===== config.mk =====
export PLATFORM = sky130hd
export DESIGN_NAME = quintic_trajectory_generator
export DESIGN_NICKNAME = d
export VERILOG_FILES = /design/src/sv/qtg_pkg.sv /design/src/sv/qtg_ctrl.sv /design/src/sv/qtg_datapath.sv /design/src/sv/quintic_trajectory_generator.sv
export SDC_FILE = /design/constraint.sdc
export NUM_CORES = 2
export LEC_CHECK = 0
export ABC_AREA = 1
export BUFFER_PORTS_ARGS = -buffer_cell sky130_fd_sc_hd__buf_2
export CAP_MARGIN = 20
export CORE_MARGIN = 4
export CORE_UTILIZATION = 70
export DETAILED_ROUTE_END_ITERATION = 16
export PLACE_DENSITY = 0.88
export SYNTH_ARGS = -nofsm -noshare
export SYNTH_HDL_FRONTEND = slang
export SYNTH_SLANG_ARGS = --single-unit

===== constraint.sdc =====
create_clock -name clk -period 13.98 [get_ports clk]
set_input_delay 0.699 -clock clk [delete_from_list [all_inputs] [get_ports clk]]
set_output_delay 0.699 -clock clk [all_outputs]
set_load 0.1 [all_outputs]

===== src/sv/qtg_pkg.sv =====
// shared types and constants for the quintic trajectory generator
`default_nettype none

package qtg_pkg;

  localparam int AXES    = 4;
  localparam int AXIS_W  = $clog2(AXES);
  localparam int ANGLE_W = 24;
  localparam int TICKS_W = 16;
  localparam int LIMIT_W = 23;
  localparam int CFG_W   = 23;
  localparam int REG_W   = 2;

  // action codes
  localparam logic [1:0] ACT_TICK  = 2'd0;
  localparam logic [1:0] ACT_START = 2'd1;
  localparam logic [1:0] ACT_STOP  = 2'd2;

  // register indexes
  localparam logic [REG_W-1:0] REG_ENABLE      = 2'd0;
  localparam logic [REG_W-1:0] REG_MOVE_TICKS  = 2'd1;
  localparam logic [REG_W-1:0] REG_ANGLE_LIMIT = 2'd2;

  // register reset values
  localparam logic [TICKS_W-1:0] MOVE_TICKS_RST  = 16'd2000;
  localparam logic [LIMIT_W-1:0] ANGLE_LIMIT_RST = 23'd183347;

  typedef struct packed {
    logic [1:0]                action;
    logic                      link_ok;
    logic signed [ANGLE_W-1:0] goal_a;
    logic signed [ANGLE_W-1:0] goal_b;
    logic signed [ANGLE_W-1:0] goal_c;
    logic signed [ANGLE_W-1:0] goal_d;
  } item_t;

  typedef struct packed {
    logic signed [ANGLE_W-1:0] cmd_a;
    logic signed [ANGLE_W-1:0] cmd_b;
    logic signed [ANGLE_W-1:0] cmd_c;
    logic signed [ANGLE_W-1:0] cmd_d;
    logic                      cmd_fresh;
    logic                      moving;
    logic                      outcome;
  } result_t;

  // controller to datapath
  typedef struct packed {
    logic              latch_start;
    logic              clear_run;
    logic              tick;
    logic              div_step;
    logic              square;
    logic              cube;
    logic              blend;
    logic              ax_diff;
    logic              ax_mul;
    logic              ax_add;
    logic [AXIS_W-1:0] axis;
    logic              load_result;
    logic              fresh;
    logic              rejected;
  } qtg_cmd_t;

  // datapath to controller
  typedef struct packed {
    logic enable;
    logic running;
    logic limit_ok;
    logic tick_end;
  } qtg_status_t;

endpackage

`default_nettype wire


===== src/sv/qtg_ctrl.sv =====
// sequencing state machine for the quintic trajectory generator
`default_nettype none

module qtg_ctrl #(
  parameter int PROGRESS_BITS = 16
) (
  input  wire logic                clk,
  input  wire logic                rst,
  input  wire logic                item_valid,
  output logic                     item_stall,
  input  wire logic [1:0]          item_action,
  input  wire logic                item_link_ok,
  output logic                     result_valid,
  input  wire logic                result_stall,
  input  wire qtg_pkg::qtg_status_t status,
  output qtg_pkg::qtg_cmd_t        cmd
);

  localparam int CW = $clog2(PROGRESS_BITS);
  localparam int AXW = qtg_pkg::AXIS_W;
  localparam logic [CW-1:0] DIV_LAST = CW'(PROGRESS_BITS - 1);
  localparam logic [AXW-1:0] AXIS_LAST = AXW'(qtg_pkg::AXES - 1);

  typedef enum logic [3:0] {
    IDLE, DIV, SQUARE, CUBE, BLEND, AX_DIFF, AX_MUL, AX_ADD, FINISH
  } state_t;

  state_t                      state;
  logic [CW-1:0]               div_cnt;
  logic [qtg_pkg::AXIS_W-1:0]  axis;
  logic                        fresh;
  logic                        rejected;
  logic                        slot_free;
  logic                        accept;

  assign item_stall = (state != IDLE);
  assign accept     = item_valid && (state == IDLE);
  assign slot_free  = !result_valid || !result_stall;

  always_comb begin
    cmd             = '0;
    cmd.axis        = axis;
    cmd.fresh       = fresh;
    cmd.rejected    = rejected;
    if (accept) begin
      unique case (item_action)
        qtg_pkg::ACT_START: begin
          cmd.latch_start = status.enable && item_link_ok && status.limit_ok;
        end
        qtg_pkg::ACT_STOP: begin
          cmd.clear_run = status.enable;
        end
        qtg_pkg::ACT_TICK: begin
          cmd.clear_run = status.enable && !item_link_ok;
          cmd.tick      = status.enable && item_link_ok && status.running;
        end
        default: begin
        end
      endcase
    end
    unique case (state)
      DIV:     cmd.div_step    = 1'b1;
      SQUARE:  cmd.square      = 1'b1;
      CUBE:    cmd.cube        = 1'b1;
      BLEND:   cmd.blend       = 1'b1;
      AX_DIFF: cmd.ax_diff     = 1'b1;
      AX_MUL:  cmd.ax_mul      = 1'b1;
      AX_ADD:  cmd.ax_add      = 1'b1;
      FINISH:  cmd.load_result = slot_free;
      default: begin
      end
    endcase
  end

  always_ff @(posedge clk) begin
    if (rst) begin
      state        <= IDLE;
      div_cnt      <= '0;
      axis         <= '0;
      fresh        <= 1'b0;
      rejected     <= 1'b0;
      result_valid <= 1'b0;
    end else begin
      if (cmd.load_result) begin
        result_valid <= 1'b1;
      end else if (!result_stall) begin
        result_valid <= 1'b0;
      end
      unique case (state)
        IDLE: begin
          if (accept) begin
            fresh    <= cmd.tick;
            rejected <= (item_action == qtg_pkg::ACT_START) && !cmd.latch_start;
            div_cnt  <= '0;
            axis     <= '0;
            if (cmd.tick) begin
              state <= status.tick_end ? SQUARE : DIV;
            end else begin
              state <= FINISH;
            end
          end
        end
        DIV: begin
          div_cnt <= div_cnt + 1'b1;
          if (div_cnt == DIV_LAST) begin
            state <= SQUARE;
          end
        end
        SQUARE:  state <= CUBE;
        CUBE:    state <= BLEND;
        BLEND:   state <= AX_DIFF;
        AX_DIFF: state <= AX_MUL;
        AX_MUL:  state <= AX_ADD;
        AX_ADD: begin
          axis <= axis + 1'b1;
          if (axis == AXIS_LAST) begin
            state <= FINISH;
          end else begin
            state <= AX_DIFF;
          end
        end
        FINISH: begin
          if (slot_free) begin
            state <= IDLE;
          end
        end
        default: state <= IDLE;
      endcase
    end
  end

endmodule

`default_nettype wire


===== src/sv/qtg_datapath.sv =====
// registers, progress divider and blend arithmetic of the trajectory generator
`default_nettype none

module qtg_datapath #(
  parameter int PROGRESS_BITS = 16
) (
  input  wire logic                            clk,
  input  wire logic                            rst,
  input  wire logic                            cfg_we,
  input  wire logic [qtg_pkg::REG_W-1:0]       cfg_index,
  input  wire logic [qtg_pkg::CFG_W-1:0]       cfg_data,
  input  wire qtg_pkg::item_t                  item,
  input  wire qtg_pkg::qtg_cmd_t               cmd,
  output qtg_pkg::qtg_status_t                 status,
  output qtg_pkg::result_t                     result
);

  localparam int P  = PROGRESS_BITS;
  localparam int PW = P + 1;
  localparam int IW = P + 4;
  localparam int DW = P + 27;
  localparam int AW = qtg_pkg::ANGLE_W;
  localparam int TW = qtg_pkg::TICKS_W;

  localparam logic [PW-1:0]  ONE     = {1'b1, {P{1'b0}}};
  localparam logic [P+4:0]   TEN_ONE = {1'b0, 4'b1010, {P{1'b0}}};
  localparam logic [DW-1:0]  HALF    = {{(DW-P){1'b0}}, 1'b1, {(P-1){1'b0}}};

  // configuration
  logic                        enable;
  logic [TW-1:0]               move_ticks;
  logic [qtg_pkg::LIMIT_W-1:0] angle_limit;

  // move state
  logic signed [AW-1:0] start_pos   [qtg_pkg::AXES];
  logic signed [AW-1:0] goal_pos    [qtg_pkg::AXES];
  logic signed [AW-1:0] command_pos [qtg_pkg::AXES];
  logic signed [AW-1:0] goal_in     [qtg_pkg::AXES];
  logic [TW-1:0]        elapsed;
  logic                 running;

  // arithmetic
  logic [TW-1:0]        elapsed_next;
  logic [TW-1:0]        rem;
  logic [TW:0]          rem_shift;
  logic                 rem_ge;
  logic [PW-1:0]        p;
  logic [PW-1:0]        p2;
  logic [PW-1:0]        p3;
  logic [IW-1:0]        inner;
  logic [P+4:0]         inner_sum;
  logic [PW-1:0]        blend;
  logic [2*PW-1:0]      sq_prod;
  logic [2*PW-1:0]      cube_prod;
  logic [PW+IW-1:0]     bl_prod;
  logic signed [AW:0]   diff;
  logic signed [DW-1:0] ax_prod;
  logic signed [DW-1:0] prod;
  logic [DW-1:0]        rounded;
  logic [DW-P-1:0]      step;
  logic [DW-P-1:0]      cmd_sum;

  // limit check on axes three and four
  logic signed [AW:0]   lim;
  logic signed [AW:0]   goal_c_ext;
  logic signed [AW:0]   goal_d_ext;

  always_comb begin
    goal_in[0] = item.goal_a;
    goal_in[1] = item.goal_b;
    goal_in[2] = item.goal_c;
    goal_in[3] = item.goal_d;
  end

  assign lim        = $signed({2'b00, angle_limit});
  assign goal_c_ext = {item.goal_c[AW-1], item.goal_c};
  assign goal_d_ext = {item.goal_d[AW-1], item.goal_d};

  assign elapsed_next = (elapsed == {TW{1'b1}}) ? elapsed : elapsed + 1'b1;

  assign status.enable   = enable;
  assign status.running  = running;
  assign status.limit_ok = (goal_c_ext <= lim) && (goal_c_ext >= -lim) &&
                           (goal_d_ext <= lim) && (goal_d_ext >= -lim);
  assign status.tick_end = (elapsed_next >= move_ticks);

  // restoring division, one quotient bit per cycle
  assign rem_shift = {rem, 1'b0};
  assign rem_ge    = (rem_shift >= {1'b0, move_ticks});

  // polynomial terms
  assign sq_prod   = p * p;
  assign cube_prod = p2 * p;
  assign inner_sum = TEN_ONE + {2'b00, p2, 2'b00} + {3'b000, p2, 1'b0}
                     - {p, 4'b0000} + {4'b0000, p};
  assign bl_prod   = p3 * inner;

  // per-axis interpolation
  assign ax_prod = diff * $signed({1'b0, blend});
  assign rounded = prod + HALF;
  assign step    = rounded[DW-1:P];
  assign cmd_sum = {{(DW-P-AW){start_pos[cmd.axis][AW-1]}}, start_pos[cmd.axis]} + step;

  always_ff @(posedge clk) begin
    if (rst) begin
      enable      <= 1'b0;
      move_ticks  <= qtg_pkg::MOVE_TICKS_RST;
      angle_limit <= qtg_pkg::ANGLE_LIMIT_RST;
      elapsed     <= '0;
      running     <= 1'b0;
      for (int i = 0; i < qtg_pkg::AXES; i++) begin
        start_pos[i]   <= '0;
        goal_pos[i]    <= '0;
        command_pos[i] <= '0;
      end
    end else begin
      if (cfg_we) begin
        unique case (cfg_index)
          qtg_pkg::REG_ENABLE:      enable      <= cfg_data[0];
          qtg_pkg::REG_MOVE_TICKS:  move_ticks  <= cfg_data[TW-1:0];
          qtg_pkg::REG_ANGLE_LIMIT: angle_limit <= cfg_data[qtg_pkg::LIMIT_W-1:0];
          default: begin
          end
        endcase
      end
      if (cmd.latch_start) begin
        for (int i = 0; i < qtg_pkg::AXES; i++) begin
          start_pos[i] <= command_pos[i];
          goal_pos[i]  <= goal_in[i];
        end
        elapsed <= '0;
        running <= 1'b1;
      end
      if (cmd.clear_run) begin
        running <= 1'b0;
      end
      if (cmd.tick) begin
        elapsed <= elapsed_next;
        if (status.tick_end) begin
          running <= 1'b0;
        end
      end
      if (cmd.ax_add) begin
        command_pos[cmd.axis] <= cmd_sum[AW-1:0];
      end
    end
  end

  // arithmetic registers need no reset
  always_ff @(posedge clk) begin
    if (cmd.tick) begin
      rem <= elapsed_next;
      p   <= status.tick_end ? ONE : '0;
    end
    if (cmd.div_step) begin
      rem <= rem_ge ? TW'(rem_shift - {1'b0, move_ticks}) : rem_shift[TW-1:0];
      p   <= {p[PW-2:0], rem_ge};
    end
    if (cmd.square) begin
      p2 <= sq_prod[2*P:P];
    end
    if (cmd.cube) begin
      p3    <= cube_prod[2*P:P];
      inner <= inner_sum[IW-1:0];
    end
    if (cmd.blend) begin
      blend <= bl_prod[2*P:P];
    end
    if (cmd.ax_diff) begin
      diff <= {goal_pos[cmd.axis][AW-1], goal_pos[cmd.axis]}
              - {start_pos[cmd.axis][AW-1], start_pos[cmd.axis]};
    end
    if (cmd.ax_mul) begin
      prod <= ax_prod;
    end
    if (cmd.load_result) begin
      result.cmd_a     <= command_pos[0];
      result.cmd_b     <= command_pos[1];
      result.cmd_c     <= command_pos[2];
      result.cmd_d     <= command_pos[3];
      result.cmd_fresh <= cmd.fresh;
      result.moving    <= running;
      result.outcome   <= cmd.rejected;
    end
  end

endmodule

`default_nettype wire


===== src/sv/quintic_trajectory_generator.sv =====
// top level of the four-axis minimum-jerk quintic setpoint generator
`default_nettype none

// Four-axis minimum-jerk setpoint generator. Each input word carries an
// action (tick, start, stop), the link state and four target angles in
// signed 1/256 degree; each input word yields exactly one result word with
// the four commanded angles and the fresh, moving and outcome flags. A tick
// during a move goes from acceptance to the result register through the
// one-bit-per-cycle progress divider, three polynomial steps (square, cube,
// blend), three steps per axis on the interpolation multiplier (difference,
// multiply, add), then the FINISH state, which loads the result register
// once the output slot is free; the next word can be taken after that load.
// The last tick of a move skips the divider. Every other word goes straight
// to FINISH. One word is worked on at a time; the next word is taken while a
// finished result still waits in the output register. Configuration is
// written through cfg_we / cfg_index / cfg_data; the user must write it only
// while the block is idle (the block itself does not enforce this);
// index 0 enable, 1 move_ticks, 2 angle_limit.
module quintic_trajectory_generator #(
  parameter int PROGRESS_BITS = 16
) (
  input  wire logic                          clk,
  input  wire logic                          rst,
  // configuration writes
  input  wire logic                          cfg_we,
  input  wire logic [qtg_pkg::REG_W-1:0]     cfg_index,
  input  wire logic [qtg_pkg::CFG_W-1:0]     cfg_data,
  // input words
  input  wire logic                          item_valid,
  output logic                               item_stall,
  input  wire qtg_pkg::item_t                item,
  // result words
  output logic                               result_valid,
  input  wire logic                          result_stall,
  output qtg_pkg::result_t                   result
);

  // command and status between sequencer and datapath
  qtg_pkg::qtg_cmd_t    cmd;
  qtg_pkg::qtg_status_t status;

  // sequencer: decides what each word does and steps the arithmetic
  qtg_ctrl #(
    .PROGRESS_BITS (PROGRESS_BITS)
  ) u_ctrl (
    .clk          (clk),
    .rst          (rst),
    .item_valid   (item_valid),
    .item_stall   (item_stall),
    .item_action  (item.action),
    .item_link_ok (item.link_ok),
    .result_valid (result_valid),
    .result_stall (result_stall),
    .status       (status),
    .cmd          (cmd)
  );

  // datapath: config, move state, divider, multipliers, output register
  qtg_datapath #(
    .PROGRESS_BITS (PROGRESS_BITS)
  ) u_datapath (
    .clk       (clk),
    .rst       (rst),
    .cfg_we    (cfg_we),
    .cfg_index (cfg_index),
    .cfg_data  (cfg_data),
    .item      (item),
    .cmd       (cmd),
    .status    (status),
    .result    (result)
  );

endmodule

`default_nettype wire


==> impl_results.md <==
* Worst VDD drop at about 0.12 mV
* Post-CTS setup buffer count at 0
* Number of global-route vias before repair at between 60k and 70k
* Min-delay src: cfg_data[17]
* Slew Viols, Final at 0
* Dpl cells at between 10k and 15k
* Root Buffer: clkbuf_16
* Reg2Reg Setup Slack at 7.25 ns
* MaxCap Viol Count at 0
* Area Growth Syn to Fin at 5.75%
* Final period utilization at 48.1%
* Num ports at 230
* R2r startpoint: u_datapath.blend[3]
* Die footprint at ~110,000 um2
* Hold Buf Count CTS at 0
* Post-route cell area at 79,900 um2
* Post-synth EDFFs at about 540
* WS Path Type: reg -> reg
* Vias at 59.8k
* Cell Pwr Density at between 50 and 60 nW/um2
* CTS tree: yes
* Iter 0 DRT Violations at ~6.5k
* GR Overflow Total at 0
* Met1 Wirelength at about 76,000 um
* Pin count of the biggest net entering global routing at between 90 and 100
* Total CTS buffers at 67
* Most frequent cells in the layout: inv_1, nand2_1, fa_1
* Seq cells post-synth at around 610
* Cell type with the largest total area after synthesis: fa_1
* Fmax at 0.149 GHz
* Syn nets at ~11k
* Mean Syn Cell Area at ~8.5 um2
* Initial antenna violation count at 16
* Minimum clock period at 6.73 ns
* IO Port Bufs at 229
* Reg2Reg Depth at 18
* Synthesized cell area at ~76,000 um2
* Yosys warning count at 0
* Post-route insts no fill at 10.3k
* CP Data Required Time at between 10 and 15 ns
* Top layer in use: met5
* Clock transition at path regs at around 0.060 ns
* Vias per cell at 5.78
* Routed length on met2 at 95,800 um
* Chip Height at 337 um
* DRC violations left at 0
* CP Max Fanout at 25
* Final #Nets at between 10k and 15k
* Worst Tran Pin Value at roughly 1.2 ns
* Fill cell count at about 7.4k
* Reg2reg end: u_datapath.prod[39]
* Share of cells above drive strength 1 at between 6 and 7%
* Final ANT Viol Nets at 0
* Cells after synthesis at between 8k and 9k
* Core ar. at between 100,000 and 150,000 um2
* WL met3 at 26,800 um
* Synth Flop Type: edfxtp_1
* Final wirelength at between 200,000 and 250,000 um
* Leak at roughly 43 nW
* First-pass GRT wire length at 331,000 um
* Placement Cell Area at between 70,000 and 80,000 um2
* Final WS setup at between 7 and 8 ns
* CTS resizes at 0
* Final Power at between 4 and 5 mW
* TritonRoute pass-1 iters at 6
* # setup viols final at 0
* WHS Path Cells at 3
* Worst skew pair latency at approximately 0.65 ns
* FP Rows at 120
* Commonest non-fill, non-tap cell in the layout: inv_1
* H-tree depth at 3
* RSZ-0062 raised after global routing: false
* GRT Util Overall at around 37%
* Fin. Hold Viols at 0
* Arr. time, crit path at 7.07 ns
* Die Width at between 300 and 400 um
* Sequential fraction of the synthesis area at about a quarter
* Hold Path Class: in -> reg
* Asr flop ratio synth at 0%
* Initial Utilization at a little over two thirds
* Wirelength per Cell at between 20 and 25 um
* Critical path launch point type: flop
* Top cells by area, synth: fa_1, edfxtp_1, inv_1
* Gpl congestion at 1.04
* Area share of the largest cell type after synthesis at between 20% and 30%
* Clock Path Buffers at 3
* Post-Route Skew at ~0.05 ns
* Synth unique cells at 56
* CTS Sinks at approximately 600
* Pre-CTS WS at roughly 7.4 ns
* Worst Hold End: u_datapath.angle_limit[17]
* Crit end category: flop
* Layout Utilization at 74.6%
* Status: finished, final reports clean
* DPL Wire Length at around 160,000 um
* Setup TNS Final at 0 ns
* Worst Hold Slack at approximately 0.3 ns
* Relative slew slack at 21.8%
cell type report:
type | instances | area (um2) | area share, %
Sequential cell | 613 | 17700 | 22.1
Multi-Input combinational cell | 5468 | 47300 | 59.2
Clock inverter | 44 | 588 | 0.736
Clock buffer | 78 | 1770 | 2.21
Inverter | 2439 | 9160 | 11.5
Tap cell | 1403 | 1760 | 2.20
Timing Repair Buffer | 282 | 1620 | 2.02
Antenna cell | 16 | 40.0 | 0.0501
metal layers:
metal | vias to the layer above | track usage [%]
met5 | - | 0
met4 | 6 | 15.3
met3 | 808 | 10.2
met2 | 3698 | 59.6
met1 | 28865 | 49.3
li1 | 26448 | -
where the power goes:
part / switching (mW) / internal [mW] / leakage, nW
Combinational: 0.363 / 0.101 / 35.9
Clock: 0.809 / 1.11 / 1.16
Sequential: 0.0414 / 2.05 / 5.87
Total: 1.21 / 3.26 / 43.0
sequential cells by signal (all words and copies together) (netlist names), 2 cells and up, named ones only:
register	count
u_ctrl.div_cnt	4
u_datapath.inner	20
u_datapath.diff	25
u_datapath.prod	25
u_datapath.blend	17
u_datapath.elapsed	16
u_datapath.angle_limit	23
u_datapath.move_ticks	16
u_datapath.p2	17
u_datapath.command_pos	96
u_datapath.p3	17
u_ctrl.axis	2
u_datapath.rem	16
u_ctrl.state	4
u_datapath.result	99
u_datapath.goal_pos	96
u_datapath.p	17
u_datapath.start_pos	96
worst max-delay path by stage:
| stage | to | depth (start not counted) | slack (ns) | from |
|---|---|---|---|---|
| floorplan | u_datapath.goal_pos[0][0] | 21 | 6.49 | u_datapath.angle_limit[1] |
| global placement | u_datapath.prod[34] | 20 | 7.43 | u_datapath.blend[3] |
| detailed placement | u_datapath.prod[39] | 18 | 7.35 | u_datapath.blend[3] |
| CTS | u_datapath.prod[39] | 18 | 7.34 | u_datapath.blend[3] |
| global route | u_datapath.prod[39] | 18 | 7.03 | u_datapath.blend[9] |
| finish | u_datapath.prod[39] | 18 | 7.25 | u_datapath.blend[3] |
worst max-delay path: stages (launching register included):
cell and delay, ns:
edfxtp_1 1.11, nand2_1 0.19, fa_1 0.55, fa_1 0.51
fa_1 0.52, inv_1 0.06, fa_1 0.52, fa_1 0.50
inv_1 0.05, fa_1 0.51, inv_1 0.05, ha_1 0.39
nand2_1 0.14, nor2_1 0.31, nand2_1 0.21, nor4_1 0.42
nand3_1 0.13, nand3_1 0.13, xnor2_1 0.12
kinds of logic after synthesis:
logic type | after synthesis | synth area share, %
compound gates | 762 | 5.77
xor+xnor | 226 | 2.63
fa+ha+maj | 1707 | 39.2
buf+inv | 2792 | 14.1
flops | 613 | 23.4
simple gates | 2773 | 14.9
cells in the mapped netlist, types with 9 or more instances:
master,number
nor3_2,13
buf_2,9
edfxtp_1,541
nand4_1,46
buf_6,18
nand2_1,1883
a32oi_1,23
o21ai_0,204
inv_1,2430
nor3_1,63
o21bai_1,19
xor2_1,156
ha_1,609
nand3_1,129
a21o_1,35
nor2_1,487
o211ai_1,31
xnor2_1,69
dfxtp_1,72
nor2_2,102
fa_1,1098
a31oi_1,32
clkbuf_1,317
o31ai_1,10
a21oi_1,337
o22ai_1,24
nor4_1,18
o21a_1,10
Power figures use the tool's default switching activity.
